===== src/rtl/pspk_pkg.sv =====
// Package for the program stream PES packer.
// Holds widths, register indexes, stream constants, the phase enum and the plan struct.
// No dependencies.
package pspk_pkg;

  localparam int unsigned PSPK_PACK_BYTES = 2048;
  localparam int unsigned PSPK_MAX_UNIT   = 131072;

  localparam int unsigned DATA_W     = 8;
  localparam int unsigned LEN_W      = 18;
  localparam int unsigned PTS_W      = 33;
  localparam int unsigned ROOM_W     = 12;
  localparam int unsigned MUX_W      = 22;
  localparam int unsigned LEAD_W     = 17;
  localparam int unsigned PES_LEN_W  = 16;
  localparam int unsigned HLEN_W     = 4;
  localparam int unsigned STUFF_W    = 3;
  localparam int unsigned CFG_IDX_W  = 2;
  localparam int unsigned CFG_DATA_W = 22;

  localparam logic [CFG_IDX_W-1:0] CFG_MUX_RATE = 2'd0;
  localparam logic [CFG_IDX_W-1:0] CFG_SCR_LEAD = 2'd1;

  localparam logic [MUX_W-1:0]  MUX_RATE_RST = 22'd1500;
  localparam logic [LEAD_W-1:0] SCR_LEAD_RST = 17'd900;

  localparam logic [7:0] SID_PACK  = 8'hBA;
  localparam logic [7:0] SID_VIDEO = 8'hE0;
  localparam logic [7:0] SID_PAD   = 8'hBE;
  localparam logic [7:0] FILL_BYTE = 8'hFF;

  localparam int unsigned HDR_PACK      = 14;
  localparam int unsigned HDR_PES       = 9;
  localparam int unsigned HDR_PTS       = 5;
  localparam int unsigned PES_OPT_BYTES = 3;
  localparam int unsigned MIN_PAYLOAD   = 16;
  localparam int unsigned PAD_HDR       = 6;

  // Segments of the result sequence for one input, in emission order.
  typedef enum logic [3:0] {
    PH_RUN1,
    PH_C1HDR,
    PH_C1RUN,
    PH_PACK,
    PH_PES,
    PH_PTS,
    PH_STUFF,
    PH_DATA,
    PH_RUN2,
    PH_C2HDR,
    PH_C2RUN
  } phase_e;

  localparam int unsigned NUM_PHASES = 11;

  typedef struct packed {
    logic [NUM_PHASES-1:0] mask;
    logic [ROOM_W-1:0]     run1_n;
    logic [ROOM_W-1:0]     c1_n;
    logic [PTS_W-1:0]      scr;
    logic [PES_LEN_W-1:0]  pes_len;
    logic                  pes_first;
    logic [HLEN_W-1:0]     pes_hlen;
    logic [PTS_W-1:0]      pts;
    logic [STUFF_W-1:0]    stuff;
    logic [DATA_W-1:0]     data;
    logic [ROOM_W-1:0]     run2_n;
    logic [ROOM_W-1:0]     c2_n;
  } plan_t;

endpackage


===== src/rtl/pspk_ifs.sv =====
// Stream and configuration channel interfaces of the program stream PES packer.
// Depends on pspk_pkg for field widths.
interface pspk_in_if import pspk_pkg::*; ();
  logic              valid;
  logic              ready;
  logic [DATA_W-1:0] data_byte;
  logic              unit_start;
  logic [LEN_W-1:0]  unit_length;
  logic [PTS_W-1:0]  pts;
  logic              stream_end;

  modport source (output valid, data_byte, unit_start, unit_length, pts, stream_end,
                  input ready);
  modport sink (input valid, data_byte, unit_start, unit_length, pts, stream_end,
                output ready);
endinterface

interface pspk_out_if import pspk_pkg::*; ();
  logic              valid;
  logic              ready;
  logic [DATA_W-1:0] out_byte;
  logic              fill_run;
  logic [ROOM_W-1:0] run_length;
  logic              last;

  modport source (output valid, out_byte, fill_run, run_length, last, input ready);
  modport sink (input valid, out_byte, fill_run, run_length, last, output ready);
endinterface

interface pspk_cfg_if import pspk_pkg::*; ();
  logic                  valid;
  logic                  ready;
  logic [CFG_IDX_W-1:0]  idx;
  logic [CFG_DATA_W-1:0] wdata;

  modport source (output valid, idx, wdata, input ready);
  modport sink (input valid, idx, wdata, output ready);
endinterface


===== src/rtl/pspk_cfg.sv =====
// Configuration registers of the program stream PES packer: mux rate and SCR lead.
// Depends on pspk_pkg and pspk_cfg_if.
module pspk_cfg import pspk_pkg::*; (
  input  logic              clk_i,
  input  logic              rst_ni,
  pspk_cfg_if.sink          cfg_i,
  output logic [MUX_W-1:0]  mux_rate_o,
  output logic [LEAD_W-1:0] scr_lead_o
);

  logic [MUX_W-1:0]  mux_rate_q;
  logic [LEAD_W-1:0] scr_lead_q;

  assign cfg_i.ready = 1'b1;

  always_ff @(posedge clk_i or negedge rst_ni) begin
    if (!rst_ni) begin
      mux_rate_q <= MUX_RATE_RST;
      scr_lead_q <= SCR_LEAD_RST;
    end else if (cfg_i.valid) begin
      case (cfg_i.idx)
        CFG_MUX_RATE: mux_rate_q <= cfg_i.wdata[MUX_W-1:0];
        CFG_SCR_LEAD: scr_lead_q <= cfg_i.wdata[LEAD_W-1:0];
        default: ;
      endcase
    end
  end

  assign mux_rate_o = mux_rate_q;
  assign scr_lead_o = scr_lead_q;

endmodule


===== src/rtl/pspk_planner.sv =====
// Input side of the program stream PES packer: pack and PES bookkeeping state.
// Turns each accepted input transaction into a plan of result segments.
// Depends on pspk_pkg and pspk_in_if.
module pspk_planner import pspk_pkg::*; #(
  parameter int unsigned PACK_BYTES = PSPK_PACK_BYTES,
  parameter int unsigned MAX_UNIT   = PSPK_MAX_UNIT
) (
  input  logic              clk_i,
  input  logic              rst_ni,
  pspk_in_if.sink           in_i,
  input  logic [LEAD_W-1:0] scr_lead_i,
  input  logic              plan_ready_i,
  output logic              plan_we_o,
  output plan_t             plan_o
);

  localparam logic [ROOM_W-1:0] RoomOpen   = ROOM_W'(PACK_BYTES - HDR_PACK);
  localparam logic [ROOM_W-1:0] SpaceNewP  = ROOM_W'(PACK_BYTES - HDR_PACK - HDR_PES - HDR_PTS);
  localparam logic [ROOM_W-1:0] SpaceNew   = ROOM_W'(PACK_BYTES - HDR_PACK - HDR_PES);
  localparam logic [ROOM_W-1:0] FitP       = ROOM_W'(HDR_PES + HDR_PTS + MIN_PAYLOAD);
  localparam logic [ROOM_W-1:0] Fit        = ROOM_W'(HDR_PES + MIN_PAYLOAD);
  localparam logic [ROOM_W-1:0] HdrPesP    = ROOM_W'(HDR_PES + HDR_PTS);
  localparam logic [ROOM_W-1:0] HdrPes     = ROOM_W'(HDR_PES);
  localparam logic [ROOM_W-1:0] PadHdr     = ROOM_W'(PAD_HDR);
  localparam logic [LEN_W:0]    MaxUnit    = (LEN_W+1)'(MAX_UNIT);

  logic              pa_q, pa_d;
  logic [ROOM_W-1:0] room_q, room_d;
  logic [PTS_W-1:0]  scr_q, scr_d;
  logic [LEN_W-1:0]  ur_q, ur_d;
  logic [ROOM_W-1:0] pr_q, pr_d;
  logic              fp_q, fp_d;

  logic              accept;
  logic [LEN_W-1:0]  ul, ul_c, ur0;
  logic [ROOM_W-1:0] pr0, pr1, room1, space, take, spare, c1_n, c2_n;
  logic [PTS_W:0]    scr_diff;
  logic [PTS_W-1:0]  scr0;
  logic [STUFF_W-1:0] stuff;
  logic [HLEN_W-1:0] extra;
  logic              fp0, start, data_en, need_new, room_fit, pa1;

  assign in_i.ready = plan_ready_i;
  assign accept     = in_i.valid & plan_ready_i;
  assign plan_we_o  = accept;

  always_comb begin
    plan_o = '0;

    // New unit: clamp length, form SCR, drop what the open PES packet still owes.
    ul       = (in_i.unit_length == '0) ? LEN_W'(1) : in_i.unit_length;
    ul_c     = ({1'b0, ul} > MaxUnit) ? MaxUnit[LEN_W-1:0] : ul;
    scr_diff = {1'b0, in_i.pts} - (PTS_W+1)'(scr_lead_i);
    scr0     = in_i.unit_start ? (scr_diff[PTS_W] ? '0 : scr_diff[PTS_W-1:0]) : scr_q;
    pr0      = in_i.unit_start ? '0 : pr_q;
    ur0      = in_i.unit_start ? ul_c : ur_q;
    fp0      = in_i.unit_start | fp_q;

    plan_o.mask[PH_RUN1] = in_i.unit_start & (pr_q != '0);
    plan_o.run1_n        = pr_q;

    data_en  = (ur0 != '0);
    start    = data_en & (pr0 == '0);
    room_fit = fp0 ? (room_q >= FitP) : (room_q >= Fit);
    need_new = !pa_q || !room_fit;

    // Close of the old pack ahead of a new one.
    c1_n                  = (room_q >= PadHdr) ? room_q - PadHdr : room_q;
    plan_o.c1_n           = c1_n;
    plan_o.mask[PH_C1HDR] = start & need_new & pa_q & (room_q >= PadHdr);
    plan_o.mask[PH_C1RUN] = start & need_new & pa_q & (c1_n != '0);
    plan_o.mask[PH_PACK]  = start & need_new;
    plan_o.scr            = scr0;

    if (need_new) begin
      space = fp0 ? SpaceNewP : SpaceNew;
    end else begin
      space = fp0 ? room_q - HdrPesP : room_q - HdrPes;
    end
    take  = ({{(LEN_W-ROOM_W){1'b0}}, space} > ur0) ? ur0[ROOM_W-1:0] : space;
    spare = space - take;
    stuff = (spare < PadHdr) ? spare[STUFF_W-1:0] : '0;
    extra = fp0 ? HLEN_W'(HDR_PTS) : '0;

    plan_o.mask[PH_PES]   = start;
    plan_o.mask[PH_PTS]   = start & fp0;
    plan_o.mask[PH_STUFF] = start & (stuff != '0);
    plan_o.pes_len        = PES_LEN_W'(PES_OPT_BYTES) + PES_LEN_W'(extra)
                          + PES_LEN_W'(stuff) + PES_LEN_W'(take);
    plan_o.pes_first      = fp0;
    plan_o.pes_hlen       = extra + HLEN_W'(stuff);
    plan_o.pts            = in_i.pts;
    plan_o.stuff          = stuff;

    room1 = start ? spare - ROOM_W'(stuff) : room_q;
    pa1   = start | pa_q;
    pr1   = start ? take : pr0;

    plan_o.mask[PH_DATA] = data_en;
    plan_o.data          = in_i.data_byte;

    pa_d   = pa1;
    room_d = room1;
    scr_d  = scr0;
    pr_d   = data_en ? pr1 - ROOM_W'(1) : pr1;
    ur_d   = data_en ? ur0 - LEN_W'(1) : ur0;
    fp_d   = start ? 1'b0 : fp0;

    // Stream end: flush owed payload, then close the pack.
    c2_n          = (room1 >= PadHdr) ? room1 - PadHdr : room1;
    plan_o.run2_n = pr_d;
    plan_o.c2_n   = c2_n;
    if (in_i.stream_end) begin
      plan_o.mask[PH_RUN2]  = (pr_d != '0);
      plan_o.mask[PH_C2HDR] = pa1 & (room1 >= PadHdr);
      plan_o.mask[PH_C2RUN] = pa1 & (c2_n != '0);
      pa_d   = 1'b0;
      room_d = '0;
      pr_d   = '0;
      ur_d   = '0;
      fp_d   = 1'b0;
    end
  end

  always_ff @(posedge clk_i or negedge rst_ni) begin
    if (!rst_ni) begin
      pa_q   <= 1'b0;
      room_q <= '0;
      scr_q  <= '0;
      ur_q   <= '0;
      pr_q   <= '0;
      fp_q   <= 1'b0;
    end else if (accept) begin
      pa_q   <= pa_d;
      room_q <= room_d;
      scr_q  <= scr_d;
      ur_q   <= ur_d;
      pr_q   <= pr_d;
      fp_q   <= fp_d;
    end
  end

endmodule


===== src/rtl/pspk_emitter.sv =====
// Output side of the program stream PES packer: walks a plan one result item per
// cycle unless stalled into the output register; needs pspk_pkg and pspk_out_if.
module pspk_emitter import pspk_pkg::*; (
  input  logic             clk_i,
  input  logic             rst_ni,
  input  logic             plan_we_i,
  input  plan_t            plan_i,
  input  logic [MUX_W-1:0] mux_rate_i,
  output logic             plan_ready_o,
  pspk_out_if.source       out_o
);

  function automatic logic [7:0] start_code(input logic [3:0] pos, input logic [7:0] sid);
    logic [7:0] b;
    case (pos)
      4'd0, 4'd1: b = 8'h00;
      4'd2:       b = 8'h01;
      default:    b = sid;
    endcase
    return b;
  endfunction

  function automatic logic [7:0] pad_byte(input logic [3:0] pos, input logic [ROOM_W-1:0] n);
    logic [7:0] b;
    case (pos)
      4'd4:    b = 8'(n[ROOM_W-1:8]);
      4'd5:    b = n[7:0];
      default: b = start_code(pos, SID_PAD);
    endcase
    return b;
  endfunction

  function automatic logic [7:0] pack_byte(input logic [3:0] pos, input logic [PTS_W-1:0] s,
                                           input logic [MUX_W-1:0] r);
    logic [7:0] b;
    case (pos)
      4'd4:    b = {2'b01, s[32:30], 1'b1, s[29:28]};
      4'd5:    b = s[27:20];
      4'd6:    b = {s[19:15], 1'b1, s[14:13]};
      4'd7:    b = s[12:5];
      4'd8:    b = {s[4:0], 3'b100};
      4'd9:    b = 8'h01;
      4'd10:   b = r[21:14];
      4'd11:   b = r[13:6];
      4'd12:   b = {r[5:0], 2'b11};
      4'd13:   b = 8'hF8;
      default: b = start_code(pos, SID_PACK);
    endcase
    return b;
  endfunction

  function automatic logic [7:0] pes_byte(input logic [3:0] pos, input plan_t p);
    logic [7:0] b;
    case (pos)
      4'd4:    b = p.pes_len[15:8];
      4'd5:    b = p.pes_len[7:0];
      4'd6:    b = 8'h80;
      4'd7:    b = p.pes_first ? 8'h80 : 8'h00;
      4'd8:    b = 8'(p.pes_hlen);
      default: b = start_code(pos, SID_VIDEO);
    endcase
    return b;
  endfunction

  function automatic logic [7:0] pts_byte(input logic [3:0] pos, input logic [PTS_W-1:0] t);
    logic [7:0] b;
    case (pos)
      4'd0:    b = {4'b0010, t[32:30], 1'b1};
      4'd1:    b = t[29:22];
      4'd2:    b = {t[21:15], 1'b1};
      4'd3:    b = t[14:7];
      default: b = {t[6:0], 1'b1};
    endcase
    return b;
  endfunction

  plan_t                 plan_q;
  logic [NUM_PHASES-1:0] mask_q, mask_rest, cur_bit;
  logic [3:0]            idx_q, len_m1, cur;
  phase_e                cur_phase;
  logic                  busy, adv, emit, phase_done, item_last;

  logic                  out_valid_q;
  logic [DATA_W-1:0]     out_byte_q, item_byte;
  logic                  fill_q, item_fill;
  logic [ROOM_W-1:0]     run_q, item_run;
  logic                  last_q;

  // Current segment is the lowest pending bit of the mask.
  always_comb begin
    cur = '0;
    for (int i = NUM_PHASES - 1; i >= 0; i--) begin
      if (mask_q[i]) cur = 4'(i);
    end
  end

  assign cur_phase = phase_e'(cur);
  assign cur_bit   = {{(NUM_PHASES-1){1'b0}}, 1'b1} << cur;
  assign mask_rest = mask_q & ~cur_bit;

  always_comb begin
    item_byte = FILL_BYTE;
    item_fill = 1'b0;
    item_run  = '0;
    len_m1    = '0;
    case (cur_phase)
      PH_RUN1: begin
        item_fill = 1'b1;
        item_run  = plan_q.run1_n;
      end
      PH_C1HDR: begin
        item_byte = pad_byte(idx_q, plan_q.c1_n);
        len_m1    = 4'(PAD_HDR - 1);
      end
      PH_C1RUN: begin
        item_fill = 1'b1;
        item_run  = plan_q.c1_n;
      end
      PH_PACK: begin
        item_byte = pack_byte(idx_q, plan_q.scr, mux_rate_i);
        len_m1    = 4'(HDR_PACK - 1);
      end
      PH_PES: begin
        item_byte = pes_byte(idx_q, plan_q);
        len_m1    = 4'(HDR_PES - 1);
      end
      PH_PTS: begin
        item_byte = pts_byte(idx_q, plan_q.pts);
        len_m1    = 4'(HDR_PTS - 1);
      end
      PH_STUFF: begin
        len_m1 = 4'(plan_q.stuff) - 4'd1;
      end
      PH_DATA: begin
        item_byte = plan_q.data;
      end
      PH_RUN2: begin
        item_fill = 1'b1;
        item_run  = plan_q.run2_n;
      end
      PH_C2HDR: begin
        item_byte = pad_byte(idx_q, plan_q.c2_n);
        len_m1    = 4'(PAD_HDR - 1);
      end
      PH_C2RUN: begin
        item_fill = 1'b1;
        item_run  = plan_q.c2_n;
      end
      default: ;
    endcase
  end

  assign busy         = (mask_q != '0);
  assign adv          = !out_valid_q || out_o.ready;
  assign emit         = busy && adv;
  assign phase_done   = (idx_q == len_m1);
  assign item_last    = phase_done && (mask_rest == '0);
  assign plan_ready_o = !busy || (emit && item_last);

  always_ff @(posedge clk_i or negedge rst_ni) begin
    if (!rst_ni) begin
      mask_q <= '0;
      idx_q  <= '0;
    end else if (plan_we_i) begin
      mask_q <= plan_i.mask;
      idx_q  <= '0;
    end else if (emit) begin
      if (phase_done) begin
        mask_q <= mask_rest;
        idx_q  <= '0;
      end else begin
        idx_q <= idx_q + 4'd1;
      end
    end
  end

  always_ff @(posedge clk_i) begin
    if (plan_we_i) plan_q <= plan_i;
  end

  always_ff @(posedge clk_i or negedge rst_ni) begin
    if (!rst_ni) begin
      out_valid_q <= 1'b0;
    end else if (emit) begin
      out_valid_q <= 1'b1;
    end else if (out_o.ready) begin
      out_valid_q <= 1'b0;
    end
  end

  always_ff @(posedge clk_i) begin
    if (emit) begin
      out_byte_q <= item_byte;
      fill_q     <= item_fill;
      run_q      <= item_run;
      last_q     <= item_last;
    end
  end

  assign out_o.valid      = out_valid_q;
  assign out_o.out_byte   = out_byte_q;
  assign out_o.fill_run   = fill_q;
  assign out_o.run_length = run_q;
  assign out_o.last       = last_q;

endmodule


===== src/rtl/program_stream_pes_packer.sv =====
// Top level of the program stream PES packer: configuration, planner and emitter.
// Depends on pspk_pkg, the channel interfaces, pspk_cfg, pspk_planner and pspk_emitter.
//
// Packs access-unit payload bytes into an MPEG-2 program stream of PACK_BYTES-byte
// packs (pack header, video PES packets with PTS on the first packet of each unit,
// padding packet at the end of a pack). Every input transaction is turned into a
// plan at acceptance and its result items leave through a registered output, one
// item per cycle while the output is not stalled; the emitter sets the rate. A
// payload byte that continues an open PES packet is a single result item, so such
// bytes stream at one per cycle when the output does not stall. A byte that opens a
// PES packet, starts a pack or closes one holds the input until all its result items
// (up to 45) have left; padding fill and owed payload leave as single run items.
// Configuration writes take effect at once and must be made while the block is idle.
module program_stream_pes_packer import pspk_pkg::*; #(
  parameter int unsigned PACK_BYTES = PSPK_PACK_BYTES,
  parameter int unsigned MAX_UNIT   = PSPK_MAX_UNIT
) (
  input  logic       clk_i,
  input  logic       rst_ni,
  pspk_in_if.sink    in_i,
  pspk_out_if.source out_o,
  pspk_cfg_if.sink   cfg_i
);

  logic [MUX_W-1:0]  mux_rate;
  logic [LEAD_W-1:0] scr_lead;
  logic              plan_ready;
  logic              plan_we;
  plan_t             plan;

  pspk_cfg u_cfg (
    .clk_i      (clk_i),
    .rst_ni     (rst_ni),
    .cfg_i      (cfg_i),
    .mux_rate_o (mux_rate),
    .scr_lead_o (scr_lead)
  );

  pspk_planner #(
    .PACK_BYTES (PACK_BYTES),
    .MAX_UNIT   (MAX_UNIT)
  ) u_planner (
    .clk_i        (clk_i),
    .rst_ni       (rst_ni),
    .in_i         (in_i),
    .scr_lead_i   (scr_lead),
    .plan_ready_i (plan_ready),
    .plan_we_o    (plan_we),
    .plan_o       (plan)
  );

  pspk_emitter u_emitter (
    .clk_i        (clk_i),
    .rst_ni       (rst_ni),
    .plan_we_i    (plan_we),
    .plan_i       (plan),
    .mux_rate_i   (mux_rate),
    .plan_ready_o (plan_ready),
    .out_o        (out_o)
  );

endmodule

===== src/flat_wrapper.sv =====
// flat-port wrapper written by rule: the top's interface ports become plain ports
module program_stream_pes_packer_flat import pspk_pkg::*;
#(
  parameter int unsigned PACK_BYTES = PSPK_PACK_BYTES,
  parameter int unsigned MAX_UNIT   = PSPK_MAX_UNIT
)
  (clk_i, rst_ni, in_i_valid, in_i_data_byte, in_i_unit_start, in_i_unit_length, in_i_pts, in_i_stream_end, in_i_ready, out_o_valid, out_o_out_byte, out_o_fill_run, out_o_run_length, out_o_last, out_o_ready, cfg_i_valid, cfg_i_idx, cfg_i_wdata, cfg_i_ready);
  pspk_in_if in_i_i ();
  pspk_out_if out_o_i ();
  pspk_cfg_if cfg_i_i ();
  input  logic clk_i;
  input  logic rst_ni;
  input wire logic [$bits(in_i_i.valid)-1:0] in_i_valid;
  input wire logic [$bits(in_i_i.data_byte)-1:0] in_i_data_byte;
  input wire logic [$bits(in_i_i.unit_start)-1:0] in_i_unit_start;
  input wire logic [$bits(in_i_i.unit_length)-1:0] in_i_unit_length;
  input wire logic [$bits(in_i_i.pts)-1:0] in_i_pts;
  input wire logic [$bits(in_i_i.stream_end)-1:0] in_i_stream_end;
  output wire logic [$bits(in_i_i.ready)-1:0] in_i_ready;
  output wire logic [$bits(out_o_i.valid)-1:0] out_o_valid;
  output wire logic [$bits(out_o_i.out_byte)-1:0] out_o_out_byte;
  output wire logic [$bits(out_o_i.fill_run)-1:0] out_o_fill_run;
  output wire logic [$bits(out_o_i.run_length)-1:0] out_o_run_length;
  output wire logic [$bits(out_o_i.last)-1:0] out_o_last;
  input wire logic [$bits(out_o_i.ready)-1:0] out_o_ready;
  input wire logic [$bits(cfg_i_i.valid)-1:0] cfg_i_valid;
  input wire logic [$bits(cfg_i_i.idx)-1:0] cfg_i_idx;
  input wire logic [$bits(cfg_i_i.wdata)-1:0] cfg_i_wdata;
  output wire logic [$bits(cfg_i_i.ready)-1:0] cfg_i_ready;
  assign in_i_i.valid = in_i_valid;
  assign in_i_i.data_byte = in_i_data_byte;
  assign in_i_i.unit_start = in_i_unit_start;
  assign in_i_i.unit_length = in_i_unit_length;
  assign in_i_i.pts = in_i_pts;
  assign in_i_i.stream_end = in_i_stream_end;
  assign in_i_ready = in_i_i.ready;
  assign out_o_valid = out_o_i.valid;
  assign out_o_out_byte = out_o_i.out_byte;
  assign out_o_fill_run = out_o_i.fill_run;
  assign out_o_run_length = out_o_i.run_length;
  assign out_o_last = out_o_i.last;
  assign out_o_i.ready = out_o_ready;
  assign cfg_i_i.valid = cfg_i_valid;
  assign cfg_i_i.idx = cfg_i_idx;
  assign cfg_i_i.wdata = cfg_i_wdata;
  assign cfg_i_ready = cfg_i_i.ready;
  program_stream_pes_packer #(.PACK_BYTES(PACK_BYTES), .MAX_UNIT(MAX_UNIT)) u_core (.clk_i(clk_i), .rst_ni(rst_ni), .in_i(in_i_i), .out_o(out_o_i), .cfg_i(cfg_i_i));
endmodule

===== config.mk =====
export PLATFORM = sky130hd
export DESIGN_NAME = program_stream_pes_packer_flat
export DESIGN_NICKNAME = d
export VERILOG_FILES = /design/src/rtl/pspk_pkg.sv /design/src/rtl/pspk_ifs.sv /design/src/rtl/pspk_cfg.sv /design/src/rtl/pspk_planner.sv /design/src/rtl/pspk_emitter.sv /design/src/rtl/program_stream_pes_packer.sv /design/src/flat_wrapper.sv
export SDC_FILE = /design/constraint.sdc
export NUM_CORES = 1
export LEC_CHECK = 0
export BUFFER_PORTS_ARGS = -buffer_cell sky130_fd_sc_hd__buf_4
export CAP_MARGIN = 10
export CORE_MARGIN = 10
export CORE_UTILIZATION = 45
export CTS_CLUSTER_DIAMETER = 60
export CTS_CLUSTER_SIZE = 12
export DETAILED_ROUTE_END_ITERATION = 16
export PLACE_DENSITY = 0.63
export SLEW_MARGIN = 20
export SYNTH_ARGS = -nofsm -noshare
export SYNTH_HDL_FRONTEND = slang
export SYNTH_SLANG_ARGS = --single-unit
export TNS_END_PERCENT = 1

===== constraint.sdc =====
create_clock -name clk_i -period 13.3 [get_ports clk_i]
set_clock_uncertainty 0.1 [all_clocks]
set_input_delay 1.33 -clock clk_i [delete_from_list [all_inputs] [get_ports clk_i]]
set_output_delay 1.33 -clock clk_i [all_outputs]
set_load 0.1 [all_outputs]

==> summary.md, run 1 <==
| Metric | Value |
|---|---|
| Status | completed |
| Post-Place Cells | 2,378 |
| Maximum vdd drop | 0.119 mV |
| Non-filler cells, final | 2,435 |
| Slew headroom | 0.153 |
| H-Tree Depth | 2 |
| Initial antenna violation count | 0 |
| Via count | 14.9k |
| Total power | 5.47 mW |
| Die height | 220 µm |
| Largest net degree at the start of global routing | 79 |
| CTS sink count | 297 |
| Starting density of the core | 0.454 |
| Yosys warns | 0 |
| Port buffer count | 113 |
| Core ar. | 39,500 µm² |
| R2r endpoint | u_core.u_emitter.mask_q[10] |
| Worst-Margin Slew | 1.24 ns |
| Clock Tree Buf Depth | 3 |
| #FFs+latches synth | 297 |
| CTS root buffer | clkbuf_16 |
| CTS tree | done |
| Final Routed Wirelength | 57.2 mm |
| # setup viols final | 0 |
| 1st-iter DRT viols | 1,651 |
| Worst setup EP type | flop |
| Number of max-cap violations | 0 |
| Via density per instance | 6.14 |
| Flop2flop setup slack | 3.05 ns |
| Crit-path most repeated cell | and2_1 |
| RSZ-0062 raised after global routing | false |
| Primary FF master, synth | edfxtp_1 |
| Leakage | 7.95 nW |
| Syn Std Cell Area | 17,900 µm² |
| Area of the multi-input gates | 8980 µm² |
| GRT Total Usage | 0.235 |
| Most common cell after layout, fill and taps aside | nand2_1 |
| Antenna Violating Nets Remaining | 0 |
| Crit path max-delay cell type | or4_1 |
| Worst path arrival time | 10.94 ns |
| Pwr dens | 270 nW/µm² |
| WP data required | 13.61 ns |
| Global-route wire length before repair | 87.7 mm |
| HPWL Detailed | 42.5 mm |
| IO Pins | 115 |
| Avg Cell Area, Syn | 9.93 µm² |
| Setup_tns | 0 ns |
| Clk slew on worst S/H paths | 0.06 ns |
| Post-Synthesis Cells | 1,806 |
| Layout cells sized above 1 | 0.158 |
| Most frequent cells in the layout | nand2_1, edfxtp_1, nor2_1 |
| Die Footprint | 48,300 µm² |
| Sequential fraction of the synthesis area | 0.461 |
| Post-CTS Resized | 0 |
| TritonRoute pass-1 iters | 9 |
| Crit-path max cell delay | 0.65 ns |
| Width of the die | 220 µm |
| Nets | 2,045 |
| Slew Viols, Final | 0 |
| Hold EP | u_core.u_planner.scr_q[7] |
| Overflow after GRT | 0 |
| Crit Path Max Fanout | 13 |
| Netlist cell types | 106 |
| Worst setup path class | in -> reg |
| Worst Hold Depth | 2 |
| Cts hold-fix bufs | 0 |
| Async SR Flop Fraction | 0.444 |
| Final Critical Period | 10.63 ns |
| GPL Wtd Cong | 0.967 |
| Placement row count | 73 |
| Vias in the first global route | 14.3k |
| DRC viols | 0 |
| Clk Latency, worst-skew pair | 0.56 ns |
| Post-CTS setup buffer count | 0 |
| Final period utilization | 0.799 |
| Register area | 8270 µm² |
| Worst setup SP type | input port |
| # diodes | 0 |
| Reg-to-Reg Start | u_core.u_planner.fp_q |
| Fillers | 3,566 |
| Worst Hold Class | reg -> reg |
| Post-synth EDFFs | 165 |
| Min-delay src | u_core.u_planner.scr_q[7] |
| Cell count of the worst reg-to-reg path | 38 |
| Wire per inst | 23.5 µm |
| Max Clk Rate | 0.0941 GHz |
| Area growth, synth to finish | 12.9% |
| Hold Fails Final Rpt | 0 |
| CTS buffer count | 34 |
[layer usage]
| layer | global-route usage | routed length, µm |
|---|---|---|
| met5 | 0 | 0 |
| met4 | 0.0678 | 1400 |
| met3 | 0.0340 | 4590 |
| met2 | 0.358 | 25300 |
| met1 | 0.340 | 25800 |
[final cells by class]
type                       instances  area share
clock inverter                     9     0.00463
tap                              525      0.0324
timing repair buffer             130      0.0484
inverter                          92      0.0173
sequential                       297       0.408
multi-input combinational       1334       0.443
clock buffer                      48      0.0456
[logic make-up after synthesis]
logic type | synth area share
other | 0.000209
AND/OR/NAND/NOR | 0.165
flip-flops | 0.461
adder cells (fa/ha/maj) | 0.0483
buffers and inverters | 0.0403
XOR/XNOR | 0.0390
AO/OA/AOI/OAI | 0.198
multiplexers | 0.0485
[power by group]
group          switching, mW  total, mW  internal [mW]
Sequential             0.145       1.37           1.23
Combinational           2.12       3.21           1.09
Clock                  0.396      0.890          0.494
Total                   2.66       5.47           2.81
[worst max-delay path, delay by kind of cell]
kind / cells / cell delay, ns
buffers and inverters: 4 / 0.58
and+or+nand+nor: 17 / 4.01
xor gates and xnor gates: 1 / 0.14
AOI/OAI and AO/OA: 13 / 3.62
adders and majority gates: 4 / 1.23
[how the worst max path moves through the flow]
stage                                from  depth (start not counted)                     endpoint
after floorplan           in_i_unit_start                         41  u_core.u_emitter.mask_q[10]
after global placement    in_i_unit_start                         39  u_core.u_emitter.mask_q[10]
after detailed placement  in_i_unit_start                         39  u_core.u_emitter.mask_q[10]
after CTS                 in_i_unit_start                         39  u_core.u_emitter.mask_q[10]
after global routing      in_i_unit_start                         39  u_core.u_emitter.mask_q[10]
final                     in_i_unit_start                         39  u_core.u_emitter.mask_q[10]
[cell usage after synthesis (all sizes together) (6+ instances only)]
library cell,count,area [µm²]
nand3,48,240
o22ai,16,100
dfrtp,121,3030
o31ai,36,280
nor2,135,512
a22o,26,228
or4,13,97.6
o211ai,12,104
and3,18,118
a21oi,72,360
a221oi,8,105
o21a,9,67.6
xor2,26,228
xnor2,53,472
edfxtp,165,4950
clkbuf,54,213
o21ai,136,684
buf,30,165
nand2,203,764
a31oi,18,119
a2111oi,6,71.3
a32oi,6,78.8
mux2i,15,150
nor3,44,225
inv,90,338
o31a,7,61.3
a222oi,23,230
or2,9,56.3
nand3b,8,60.1
a211oi,7,62.6
mux2,64,721
a21o,19,144
and2,22,139
ha,62,776
or3,17,106
dfstp,11,289
a22oi,37,278
nor2b,21,131
nor4,25,178
nand4,13,81.3
nand2b,14,87.6
[through the flow]
step	cell area, µm²	util	hold WS [ns]	setup slack, ns
3_5_place_dp	19200	0.486	0.369	2.28
3_3_place_gp	19200	0.486	0.361	2.52
4_1_cts	20200	0.512	0.382	2.80
6_report	20300	0.512	0.380	2.67
5_1_grt	20300	0.512	0.396	1.91
2_1_floorplan	17900	-	0.341	3.83
[sequential cells by signal, summed over array words and instances (netlist names), 8 cells and up]
signal / count
u_core.u_emitter.out_o.out_byte: 8
u_core.u_planner.ur_q: 18
u_core.u_planner.pr_q: 12
u_core.u_planner.scr_q: 33
u_core.u_emitter.out_o.run_length: 12
u_core.u_planner.room_q: 12
u_core.u_cfg.mux_rate_o: 22
u_core.u_emitter.plan_q: 143
u_core.u_emitter.mask_q: 11
u_core.u_cfg.scr_lead_o: 17
Note: power is estimated with default switching activity, not from simulation.
==> run 2: changes to the inputs <==
--- a/config.mk
+++ b/config.mk
@@ -12,7 +12,7 @@
 export CTS_CLUSTER_DIAMETER = 60
 export CTS_CLUSTER_SIZE = 12
 export DETAILED_ROUTE_END_ITERATION = 16
-export PLACE_DENSITY = 0.63
+export PLACE_DENSITY = 0.65
 export SLEW_MARGIN = 20
 export SYNTH_ARGS = -nofsm -noshare
 export SYNTH_HDL_FRONTEND = slang
==> constraint.sdc (replaced) <==
create_clock -name clk_i -period 9.75 [get_ports clk_i]
set_clock_uncertainty 0.1 [all_clocks]
set_input_delay 0.975 -clock clk_i [delete_from_list [all_inputs] [get_ports clk_i]]
set_output_delay 0.975 -clock clk_i [all_outputs]
set_load 0.1 [all_outputs]
==> run 2 against run 1 <==
Against the previous run: core utilization up 1.0 points; sequential power up 36%; via count up 1.1%; die area unchanged; first-iteration DRC count up 8.5%; worst setup slack worse by 2.0 ns; count of clock-buffer cells in the layout up 8; power up 41%; critical path depth unchanged.
==> summary.md, run 2 (synthesis results as in run 1) <==
| Metric | Value |
|---|---|
| Status | completed (unchanged) |
| Wire per inst | 22.9 µm (was 23.5 µm) |
| Most frequent cells in the layout | nand2_1, edfxtp_1, buf_4 (was nand2_1, edfxtp_1, nor2_1) |
| Number of flip-flops in the largest register | 143 (unchanged) |
| Clk Latency, worst-skew pair | 0.55 ns (was 0.56 ns) |
| Maximum vdd drop | 0.189 mV (was 0.119 mV) |
| Crit Path Max Fanout | 7 (was 13) |
| Slew Viols, Final | 0 (unchanged) |
| Cts hold-fix bufs | 0 (unchanged) |
| Largest reg by FF count | u_core.u_emitter.plan_q (unchanged) |
| Vias in the first global route | 14.7k (was 14.3k) |
| RSZ-0062 raised after global routing | false (unchanged) |
| CTS buffer count | 36 (was 34) |
| Final Critical Period | 9.09 ns |
| Fillers | 3,582 (was 3,566) |
| Crit path max-delay cell type | or4_1 (unchanged) |
| Max Clk Rate | 0.110 GHz |
| Largest net degree at the start of global routing | 78 (was 79) |
| Number of max-cap violations | 0 (unchanged) |
| Area growth, synth to finish | 15.2% (was 12.9%) |
| TritonRoute pass-1 iters | 7 (was 9) |
| Final Routed Wirelength | 56.5 mm (was 57.2 mm) |
| Setup_tns | 0 ns (unchanged) |
| Final Util | 0.523 (was 0.512) |
| Worst setup SP type | flop (was input port) |
| Initial antenna violation count | 0 (unchanged) |
| Worst-Margin Slew | 1.09 ns (was 1.24 ns) |
| GPL Wtd Cong | 1.00 (was 0.967) |
| Layout cells sized above 1 | 0.180 (was 0.158) |
| Worst setup path class | reg -> reg (was in -> reg) |
| Die Footprint | 48,300 µm² (unchanged) |
| HPWL Detailed | 42.2 mm (was 42.5 mm) |
| Port buffer count | 113 (unchanged) |
| Core ar. | 39,500 µm² (unchanged) |
| Slew headroom | 0.271 (was 0.153) |
| Placement row count | 73 (unchanged) |
| # diodes | 0 (unchanged) |
| DRC viols | 0 (unchanged) |
| IO Pins | 115 (unchanged) |
| Most common cell after layout, fill and taps aside | nand2_1 (unchanged) |
| Final period utilization | 0.932 |
| Worst setup EP type | flop (unchanged) |
| Hold Fails Final Rpt | 0 (unchanged) |
| Worst path arrival time | 9.26 ns (was 10.94 ns) |
| Crit-path max cell delay | 0.62 ns (was 0.65 ns) |
| Die height | 220 µm (unchanged) |
| Antenna Violating Nets Remaining | 0 (unchanged) |
| Starting density of the core | 0.454 (unchanged) |
| Via count | 15.1k (was 14.9k) |
| CTS sink count | 297 (unchanged) |
| Worst Hold Class | in -> async (was reg -> reg) |
| Global-route wire length before repair | 87.6 mm (was 87.7 mm) |
| # setup viols final | 0 (unchanged) |
| WP data required | 9.92 ns (was 13.61 ns) |
| 1st-iter DRT viols | 1,791 (was 1,651) |
| CTS tree | done (unchanged) |
| Clk slew on worst S/H paths | 0.06 ns (about the same) |
| Clock Tree Buf Depth | 3 (unchanged) |
| CTS root buffer | clkbuf_16 (unchanged) |
| Overflow after GRT | 0 (unchanged) |
| GRT Total Usage | 0.233 (was 0.235) |
| Pwr dens | 373 nW/µm² (was 270 nW/µm²) |
| Width of the die | 220 µm (unchanged) |
| Nets | 2,077 (was 2,045) |
| Via density per instance | 6.11 (was 6.14) |
| Leakage | 8.18 nW (was 7.95 nW) |
| H-Tree Depth | 2 (unchanged) |
-- run 2: cell types whose count changed in the layout (fill, tap and decap cells not counted), sizes merged --
cell | previous run | this run
buf | 130 | 160
inv | 95 | 96
clkinv | 5 | 6
clkbuf | 48 | 56
clkinvlp | 1 | 0
-- run 2: path summary, 6_finish.rpt --
kind / start / depth (start not counted) / to / slack [ns]
worst max register to register: u_core.u_planner.room_q[1] / 39 / u_core.u_emitter.plan_q[83] / 0.66
worst min register to register: u_core.u_planner.ur_q[14] / 2 / u_core.u_planner.ur_q[14] / 0.37
worst max-delay path: u_core.u_planner.room_q[1] / 39 / u_core.u_emitter.plan_q[83] / 0.66
worst min-delay path: rst_ni / 1 / u_core.u_cfg.scr_lead_o[11] / 0.34
max in group asynchronous: rst_ni / 2 / u_core.u_planner.ur_q[4] / 7.84
min in group clk_i: u_core.u_planner.ur_q[14] / 2 / u_core.u_planner.ur_q[14] / 0.37
-- run 2: area by class of cell --
class                      count  area [µm²]  share of cell area
clock inverter                10        96.3             0.00466
inverter                      92         350              0.0170
timing repair buffer         160        1220              0.0589
multi-input combinational   1334        9010               0.436
sequential                   297        8280               0.400
clock buffer                  56        1060              0.0512
tap                          525         657              0.0318
-- run 2: power by group --
group | internal (mW) | switching, mW
clock network | 0.762 | 0.550
logic | 1.58 | 2.95
registers | 1.67 | 0.189
total | 4.01 | 3.69
-- run 2: routing by layer --
layer | global-route usage | wire length (µm) | part of all wire | vias to the layer above
met2 | 0.355 | 25200 | 0.45 | 647
met1 | 0.326 | 24800 | 0.44 | 7382
met4 | 0.0751 | 1670 | 0.030 | 0
li1 | - | - | - | 6983
met5 | 0 | 0 | 0 | -
met3 | 0.0463 | 4870 | 0.086 | 96
-- run 2: what timing repair did --
item / in CTS / in global routing
resized for setup: 0 / 11
setup buffers: 0 / 0
endpoints found under the setup margin: 0 / 16
-- run 2: metrics by stage --
stage	total power [mW]	hold WS (ns)	setup slack (ns)	instances	area (µm²)
finish	7.70	0.342	0.664	2474	20700
CTS	7.62	0.360	0.332	2474	20600
global placement	6.26	0.359	0.327	2408	19500
global route	8.20	0.387	0.0399	2474	20700
detailed placement	6.27	0.367	0.101	2408	19500
floorplan	4.98	0.341	0.635	1807	17900
-- run 2: critical path: cells and delay by family, from the launching register on --
| kind | cells | cell delay [ns] |
|---|---|---|
| XOR/XNOR | 2 | 0.29 |
| AND/OR/NAND/NOR | 15 | 3.28 |
| adder cells (fa/ha/maj) | 6 | 1.88 |
| buffers and inverters | 4 | 0.48 |
| AO/OA/AOI/OAI | 12 | 2.34 |
| flip-flops | 1 | 0.45 |
==> run 3: changes to the inputs <==
--- a/config.mk
+++ b/config.mk
@@ -12,7 +12,9 @@
 export CTS_CLUSTER_DIAMETER = 60
 export CTS_CLUSTER_SIZE = 12
 export DETAILED_ROUTE_END_ITERATION = 16
+export MAX_ROUTING_LAYER = met4
 export PLACE_DENSITY = 0.65
+export REMOVE_ABC_BUFFERS = 1
 export SLEW_MARGIN = 20
 export SYNTH_ARGS = -nofsm -noshare
 export SYNTH_HDL_FRONTEND = slang
==> run 3 against run 2 <==
Against the previous run: critical endpoint unchanged; non-clock buffer count increased by 9; global-route usage increased by 1.3 points; sequential power about the same; core utilization increased by 0.28 points; sequential share of layout area decreased by 0.22 points; largest cell class unchanged.
==> summary.md, run 3 (synthesis results as in run 1) <==
| Metric | Value |
|---|---|
| Status | completed (unchanged) |
| Wire per inst | 23.6 µm (was 22.9 µm) |
| Most common cell after layout, fill and taps aside | nand2_1 (unchanged) |
| Placement row count | 73 (unchanged) |
| CP Launch Point | u_core.u_planner.room_q[1] (unchanged) |
| Worst setup EP type | flop (unchanged) |
| GRT Total Usage | 0.246 (was 0.233) |
| Slew headroom | 0.243 (was 0.271) |
| 1st-iter DRT viols | 1,732 (was 1,791) |
| Fillers | 3,564 (was 3,582) |
| Worst setup path class | reg -> reg (unchanged) |
| # diodes | 0 (unchanged) |
| H-Tree Depth | 2 (unchanged) |
| Starting density of the core | 0.454 (unchanged) |
| RSZ-0062 raised after global routing | false (unchanged) |
| Vias in the first global route | 14.7k (about the same) |
| Final Critical Period | 9.17 ns (was 9.09 ns) |
| Final period utilization | 0.940 (was 0.932) |
| Final Routed Wirelength | 58.5 mm (was 56.5 mm) |
| Crit path max-delay cell type | or4_1 (unchanged) |
| Clock Tree Buf Depth | 3 (unchanged) |
| Via density per instance | 6.14 (was 6.11) |
| Die Footprint | 48,300 µm² (unchanged) |
| Post-Place Cells | 2,416 (was 2,408) |
| Largest reg by FF count | u_core.u_emitter.plan_q (unchanged) |
| Overflow after GRT | 0 (unchanged) |
| Number of flip-flops in the largest register | 143 (unchanged) |
| Flop2flop setup slack | 0.58 ns (was 0.66 ns) |
| Hold Fails Final Rpt | 0 (unchanged) |
| Initial antenna violation count | 0 (unchanged) |
| Area growth, synth to finish | 15.8% (was 15.2%) |
| WP data required | 9.96 ns (was 9.92 ns) |
| Die height | 220 µm (unchanged) |
| Slew Viols, Final | 0 (unchanged) |
| Leakage | 8.25 nW (was 8.18 nW) |
| Nets | 2,087 (was 2,077) |
| Number of max-cap violations | 0 (unchanged) |
| IO Pins | 115 (unchanged) |
| Cell count of the worst reg-to-reg path | 36 (was 39) |
| R2r endpoint | u_core.u_emitter.plan_q[83] (unchanged) |
| HPWL Detailed | 43.6 mm (was 42.2 mm) |
| Clk Latency, worst-skew pair | 0.57 ns (was 0.55 ns) |
| Layout cells sized above 1 | 0.184 (was 0.180) |
| GPL Wtd Cong | 0.983 (was 1.00) |
| Crit-path most repeated cell | ha_1 |
| Via count | 15.3k (was 15.1k) |
| Width of the die | 220 µm (unchanged) |
| Pwr dens | 378 nW/µm² (was 373 nW/µm²) |
| Global-route wire length before repair | 88.9 mm (was 87.6 mm) |
| Non-filler cells, final | 2,484 (was 2,474) |
| Port buffer count | 113 (unchanged) |
| # setup viols final | 0 (unchanged) |
| Max Clk Rate | 0.109 GHz (was 0.110 GHz) |
| Crit-path max cell delay | 0.57 ns (was 0.62 ns) |
| Crit Path Max Fanout | 7 (unchanged) |
| TritonRoute pass-1 iters | 7 (unchanged) |
| DRC viols | 0 (unchanged) |
| Maximum vdd drop | 0.183 mV (was 0.189 mV) |
| Largest net degree at the start of global routing | 91 (was 78) |
| Worst-Margin Slew | 1.13 ns (was 1.09 ns) |
| Reg-to-Reg Start | u_core.u_planner.room_q[1] (unchanged) |
| Most frequent cells in the layout | nand2_1, buf_4, edfxtp_1 (was nand2_1, edfxtp_1, buf_4) |
| Worst setup SP type | flop (unchanged) |
| CTS root buffer | clkbuf_16 (unchanged) |
| CTS sink count | 297 (unchanged) |
| Clk slew on worst S/H paths | 0.06 ns (about the same) |
| Setup_tns | 0 ns (unchanged) |
| Antenna Violating Nets Remaining | 0 (unchanged) |
| CTS tree | done (unchanged) |
| CTS buffer count | 37 (was 36) |
| Worst Hold Class | in -> async (unchanged) |
| Core ar. | 39,500 µm² (unchanged) |
| Worst path arrival time | 9.38 ns (was 9.26 ns) |
-- run 3: worst max-delay path by stage --
stage / to / cells after the start / slack [ns]
detailed placement: u_core.u_emitter.mask_q[10] / 40 / -0.05
finish: u_core.u_emitter.plan_q[83] / 36 / 0.58
global placement: u_core.u_emitter.mask_q[10] / 40 / 0.13
CTS: u_core.u_emitter.mask_q[10] / 40 / 0.21
global route: u_core.u_emitter.plan_q[83] / 38 / 0.05
floorplan: u_core.u_planner.scr_q[17] / 14 / -1.11
-- run 3: repair_timing --
item | in CTS | in global routing
setup endpoints to repair | 0 | 14
buffers inserted | 0 | 1
hold buffers | 0 | 0
gates resized for setup | 0 | 10
-- run 3: metal layers --
| metal | up-vias | GRT usage | share of wire |
|---|---|---|---|
| met4 | 0 | 0.0673 | 0.026 |
| met1 | 7441 | 0.338 | 0.44 |
| met5 | - | - | 0 |
| li1 | 7023 | - | - |
| met3 | 91 | 0.0415 | 0.088 |
| met2 | 709 | 0.370 | 0.45 |
-- run 3: power by group --
part	internal (mW)	total, mW	switching (mW)
sequential	1.67	1.85	0.180
combinational	1.59	4.60	3.01
clock	0.814	1.39	0.580
-- run 3: worst max-delay path: cells and delay by family, from the launching register on --
family,cells,cell delay [ns]
fa+ha+maj,6,2.15
buf+inv,3,0.40
compound gates,9,2.00
xor+xnor,1,0.17
simple gates,17,3.66
flops,1,0.46
-- run 3: final cells by class --
cell class	instances	area, µm²	area share
Clock buffer	50	995	0.0479
Clock inverter	17	220	0.0106
Inverter	92	350	0.0169
Multi-Input combinational cell	1334	9010	0.434
Sequential cell	297	8270	0.398
Tap cell	525	657	0.0316
Timing Repair Buffer	169	1270	0.0612
-- run 3: stage by stage --
step                      setup WS, ns  total power [mW]  instance area, µm²  hold WS (ns)  utilization
after floorplan                  -1.11              4.92               17600         0.341            -
after global placement           0.133              6.34               19500         0.356        0.493
after detailed placement       -0.0481              6.35               19500         0.366        0.493
after CTS                        0.213              7.77               20700         0.380        0.524
after global routing            0.0499              8.32               20800         0.402        0.525
final                            0.584              7.85               20800         0.359        0.525
